### config.mk
export PLATFORM = sky130hd
export DESIGN_NAME = rkht_ctrl
export DESIGN_NICKNAME = d
export VERILOG_FILES = /design/src/hw/rtl/rkht_pkg.sv /design/src/hw/rtl/rkht_ctrl.sv
export SDC_FILE = /design/constraint.sdc
export NUM_CORES = 1
export LEC_CHECK = 0
export ABC_CLOCK_PERIOD_IN_PS = 1200
export BUFFER_PORTS_ARGS = -buffer_cell sky130_fd_sc_hd__clkbuf_2
export CAP_MARGIN = 20
export CORE_AREA = 4 4 41 43
export DETAILED_ROUTE_END_ITERATION = 16
export DIE_AREA = 0 0 45 47
export PLACE_DENSITY = 0.43
export SETUP_SLACK_MARGIN = 0.5
export SLEW_MARGIN = 20
export SYNTH_ARGS = -nofsm -noshare
export SYNTH_HDL_FRONTEND = slang
export SYNTH_SLANG_ARGS = --single-unit
### constraint.sdc
create_clock -name i_clk -period 1.2 [get_ports i_clk]
set_input_delay 0.18 -clock i_clk [delete_from_list [all_inputs] [get_ports i_clk]]
set_output_delay 0.18 -clock i_clk [all_outputs]
set_load 0.1 [all_outputs]
### src/hw/rtl/rkht_pkg.sv
// shared constants, types and command/status structs of the refcounted key table
package rkht_pkg;

    localparam int BUCKETS    = 256;
    localparam int WAYS       = 4;
    localparam int COUNT_BITS = 16;

    localparam int KEY_W      = 64;
    localparam int SHIFT_W    = 4;
    localparam int STATUS_W   = 3;
    localparam int CNT_OUT_W  = 16;
    localparam int BKT_W      = $clog2(BUCKETS);

    localparam logic [SHIFT_W-1:0]    SHIFT_RESET = SHIFT_W'(6);
    localparam logic [COUNT_BITS-1:0] COUNT_MAX   = '1;

    localparam logic CMD_ACQUIRE = 1'b0;
    localparam logic CMD_RELEASE = 1'b1;

    typedef enum logic [STATUS_W-1:0] {
        ST_OK        = 3'd0,
        ST_FULL      = 3'd1,
        ST_NOT_FOUND = 3'd2,
        ST_ZERO_KEY  = 3'd3,
        ST_SATURATED = 3'd4
    } t_status;

    typedef struct packed {
        logic                  valid;
        logic [KEY_W-1:0]      key;
        logic [COUNT_BITS-1:0] count;
    } t_entry;

    typedef t_entry [WAYS-1:0] t_row;

    // controller -> datapath
    typedef struct packed {
        logic clear;   // write an empty row at the sweep address
        logic load;    // take the request word and read its bucket
        logic commit;  // write the bucket back and load the result
    } t_dp_cmd;

    // datapath -> controller
    typedef struct packed {
        logic clear_last;  // sweep is at the last bucket
        logic out_stall;   // result register full and not being drained
    } t_dp_stat;

endpackage

### src/hw/rtl/rkht_ctrl.sv
// controller state machine: clear sweep, request accept, bucket write-back
module rkht_ctrl (
    input  logic               i_clk,
    input  logic               i_rst_n,
    input  logic               i_req_valid,
    output logic               o_req_ready,
    input  rkht_pkg::t_dp_stat i_stat,
    output rkht_pkg::t_dp_cmd  o_cmd
);
    import rkht_pkg::*;

    typedef enum logic [2:0] {
        S_CLEAR = 3'b001,
        S_IDLE  = 3'b010,
        S_EVAL  = 3'b100
    } t_state;

    t_state r_state;
    t_state n_state;

    always_ff @(posedge i_clk) begin
        if (!i_rst_n) begin
            r_state <= S_CLEAR;
        end else begin
            r_state <= n_state;
        end
    end

    always_comb begin
        n_state      = r_state;
        o_cmd        = '0;
        o_req_ready  = 1'b0;
        unique case (r_state)
            S_CLEAR: begin
                o_cmd.clear = 1'b1;
                if (i_stat.clear_last) begin
                    n_state = S_IDLE;
                end
            end
            S_IDLE: begin
                o_req_ready = 1'b1;
                if (i_req_valid) begin
                    o_cmd.load = 1'b1;
                    n_state    = S_EVAL;
                end
            end
            S_EVAL: begin
                // hold the bucket until the result register can take the word
                if (!i_stat.out_stall) begin
                    o_cmd.commit = 1'b1;
                    n_state      = S_IDLE;
                end
            end
            default: begin
                n_state = S_CLEAR;
            end
        endcase
    end

endmodule

# Yosys cells after proc, flatten, opt, wreduce, memory -nomap -nowiden
# Cells that the tools add are included.
totals:
  ff_bits: 3
  inputBits: 5
  output_inout_bits: 4
  word_cells: 18
classes:
  eq_ne: 6
  mux: 10
  n_reduce_logical: 1
op_table:
  columns: ["operator", "count"]
  rows:
  - ["3-bit 2-to-1 mux", 3]
  - ["3-bit case mux with 3 select lines", 1]
  - ["1-bit 2-to-1 mux", 6]
  - ["2-bit inequality test (second input constant)", 3]
  - ["3-bit by 1-bit equality test with 1-bit output (second input constant)", 1]
  - ["3-bit by 2-bit equality test with 1-bit output (second input constant)", 1]
  - ["3-bit equality test (second input constant)", 1]
  - ["3-bit AND reduction", 1]

# Logic depth before layout (Yosys ltp)
depth:
  word_depth: 3
  depth_mapped: 3
  depth_no_buf: 3

# Worst setup path after synthesis
# OpenSTA, ideal clock, no wires.
synth_path:
  path_kind: "flip-flop to flip-flop"
  startpoint: "reg r_state[2]"
  endpoint: "reg r_state[1]"
  setup_time_ps: 73
  t_arrival_ps: 3967
  t_required_ps: 1127
  path_slack_ps: -2840
  stages_incl_launch_ff: 3
  period_less_slack_ps: 4040
  cell_sequence: "dfxtp_1 nor4b_1 o311a_1"
synth_between:
  elab_chain_len: 3
  elab_cells_between_ends: 8
  cone_classes: "6 x eq/ne; 1 x mux; 1 x reduce/logical"
synth_lines:
  columns: ["element", "line_no", "text"]
  rows:
  - ["start: declaration", "rkht_ctrl.sv:18", "t_state r_state;"]
  - ["start signal: assignment", "rkht_ctrl.sv:25", "r_state <= n_state;"]
  - ["3-bit by 1-bit equality test with 1-bit output, or another cell as far along", "rkht_ctrl.sv:33", "unique case (r_state)"]
  - ["2-bit inequality test (no source line)", null, null]
  - ["3-bit AND reduction (no source line)", null, null]
# Parallel ways exist; a longest one is shown, timed or not.
# A chain may end at the register's enable or synchronous reset.

==> flow_metrics.py <==
metrics = {
    "final_layout": {
        "largest_register_ffs": 3,
        "largestRegisters": "r_state (3)",
        "nets": 41,
        "drive_above_1_share_pct": 80.0,
        "final_cells": 50,
        "postLayoutCoreUtil_pct": 33.1,
        "top_register": "r_state",
        "antenna_cells": 0,
        "area_delta_synth_final_pct": 137,
    },
    "route": {
        "drt-total-wl_um": 532,
        "routed_via_density": 3.92,
        "vias": 196,
        "avgRoutedWirePerCell_um": 10.6,
        "ant_nets": 0,
        "firstDrtPassIters": 1,
        "dr.first_iter.drc_count": 0,
        "drcViolationCount": 0,
    },
    "outcome": {
        "status": "finished with violations",
        "violations": "setup timing",
    },
    "placement": {
        "post-place-ws_ns": -0.00676,
        "dpl.cell_count": 42,
        "io_buffers": 8,
        "gp_congestion": 0.617,
        "hpwlAfterDp_um": 379,
    },
    "synth": {
        "synth.net_count": 22,
        "synth_top_family_by_area": "simple AND/OR/NAND/NOR gates",
        "syn-instance-count": 17,
        "synth-seq-area-share_pct": 33.1,
        "synthDistinctLibCells": 14,
        "synth_adder_area_share_pct": 0,
        "synth_compound_area_share_pct": 16.6,
        "ys_ff_latch": 3,
        "syn_area_um2": 181,
        "synth-simple-area-share_pct": 45.5,
        "syn_area_per_cell_um2": 10.7,
        "synthXorXnorAreaFrac_pct": 4.83,
        "ys_warn_count": 0,
        "synthMuxAreaShare_pct": 0,
    },
    "die": {
        "dieHeight_um": 47,
        "ios": 9,
        "start_util_pct": 13.9,
        "die-area_um2": 2120,
        "chipWidth_um": 45,
        "rows": 13,
        "design.core.area_um2": 1300,
    },
    "pwr": {
        "power-per-cell-area_nw_per_um2": 3140,
        "leakagePower_nw": 0.181,
        "peakVddDrop_mv": 1.01,
    },
    "sta": {
        "timing.fmax_ghz": 0.720,
        "hold_violations": 0,
        "fin_crit_ns": 1.39,
        "worstMarginPinSlew_ns": 0.289,
        "setup_ws_ns": -0.189,
        "grt_setup_unrepaired": "yes",
        "fin_skew_ns": 0.00243,
        "holdWs_ns": 0.201,
        "setup_tns_ns": -0.802,
        "setup_violations": 7,
        "drv_slew": 0,
        "slew_headroom_pct": 80.6,
        "period_share_pct": 116,
    },
    "setup_path": {
        "reg2reg_from": "r_state[1]",
        "cp_cell_sequence": "buf_12 -> nor4b_4 -> buf_12",
        "startpoint": "r_state[1]",
        "critPathMaxStageDelay_ns": 0.35,
        "crit_slowest_cell": "dfxtp_4",
        "worstPathRequired_ns": 1.02,
        "cp-end-kind": "primary output",
        "worstSetupPathType": "reg2out",
        "critPathLaunchType": "flip-flop",
        "worstPathArrival_ns": 1.21,
        "crit_top_cell": "buf_12",
        "cp_max_fo": 4,
    },
    "global_routing": {
        "grt_max_degree": 7,
        "grt_pass1_wl_um": 959,
        "grt_pass1_vias": 207,
        "antenna_found_initial": 0,
        "grt-ovfl-total": 0,
        "grt.total_usage_pct": 7.02,
    },
    "cts": {
        "cts_buffers": 3,
        "cts.sinks": 3,
        "cts_buffer_depth": 2,
        "htreeDepth": 1,
        "clk_pin_slew_ns": 0.03,
        "clk_latency_ns": 0.23,
        "root_buffer": "clkbuf_4",
        "cts_tree": "done",
        "hold_buffers": 0,
    },
    "min_path": {
        "hold_path_class": "in2reg",
        "min_from": "i_rst_n",
    },
    "flow_run": {
        "cap_violations": 0,
    },
}
where the power goes:
part / internal (mW) / switching, mW
combinational: 0.444 / 0.467
sequential: 0.171 / 0.0944
clock: 0.125 / 0.0510
critical path: cells and delay by family (launching register included):
| family | cells | cell delay, ns |
|---|---|---|
| buffers and inverters | 2 | 0.35 |
| AND/OR/NAND/NOR | 1 | 0.28 |
| flip-flops | 1 | 0.35 |
layout by cell type (no fill, tap or decap), types with 2 or more instances in the layout:
| cell type | synthesis | layout |
|---|---|---|
| clkbuf_2 | 0 | 4 |
| nor2_1 | 2 | 2 |
| buf_4 | 0 | 5 |
| nor3b_4 | 0 | 2 |
| clkbuf_4 | 0 | 3 |
| buf_12 | 0 | 5 |
| dfxtp_4 | 0 | 3 |
per-stage QoR:
stage          cell area (µm²)  total power [mW]
2_1_floorplan              225             0.787
3_3_place_gp               372              1.10
3_5_place_dp               372              1.10
4_1_cts                    428              1.36
5_1_grt                    430              1.44
6_report                   430              1.35
final cells by class:
class	instances	area, µm²
Tap cell	15	18.8
Fill cell	139	871
Clock buffer	4	26.3
Sequential cell	3	71.3
Multi-Input combinational cell	14	156
Timing Repair Buffer	14	158
per-layer routing:
layer / global-route usage, % / vias to the layer above / wire length [µm] / part of all wire, %
met2: 11.3 / 7 / 257 / 48
met4: 7.02 / 0 / 15 / 2.8
li1: - / 102 / - / -
met5: 0 / - / 0 / 0
met3: 2.68 / 2 / 41 / 7.7
met1: 6.80 / 85 / 218 / 41
cell usage after synthesis:
library cell	n	share of area, %
nor3b_1	1	4.1
and2b_1	1	4.1
o311a_1	1	5.5
o21bai_1	1	4.1
nand2_2	1	3.5
nor3b_2	1	6.9
and2_1	1	3.5
or4b_4	1	7.6
dfxtp_1	3	33
nor4b_1	1	4.8
and4bb_2	1	6.9
a211oi_2	1	6.9
nor2_1	2	4.1
xnor2_1	1	4.8
worst paths after layout:
path	cells after the start	endpoint	slack [ns]
max	3	o_cmd[0]	-0.19
min	3	r_state[2]	0.20
min reg2reg	2	r_state[2]	0.65
max reg2reg	3	r_state[2]	-0.08
what timing repair did:
action,in CTS,in global routing
buffers inserted,4,0
pin swaps,7,3
gates resized for setup,0,1
endpoints found under the setup margin,7,7
cell families after synthesis:
group / count (synthesis)
flops: 3
compound gates: 3
simple gates: 10
xor+xnor: 1
Power figures use the tool's default switching activity.
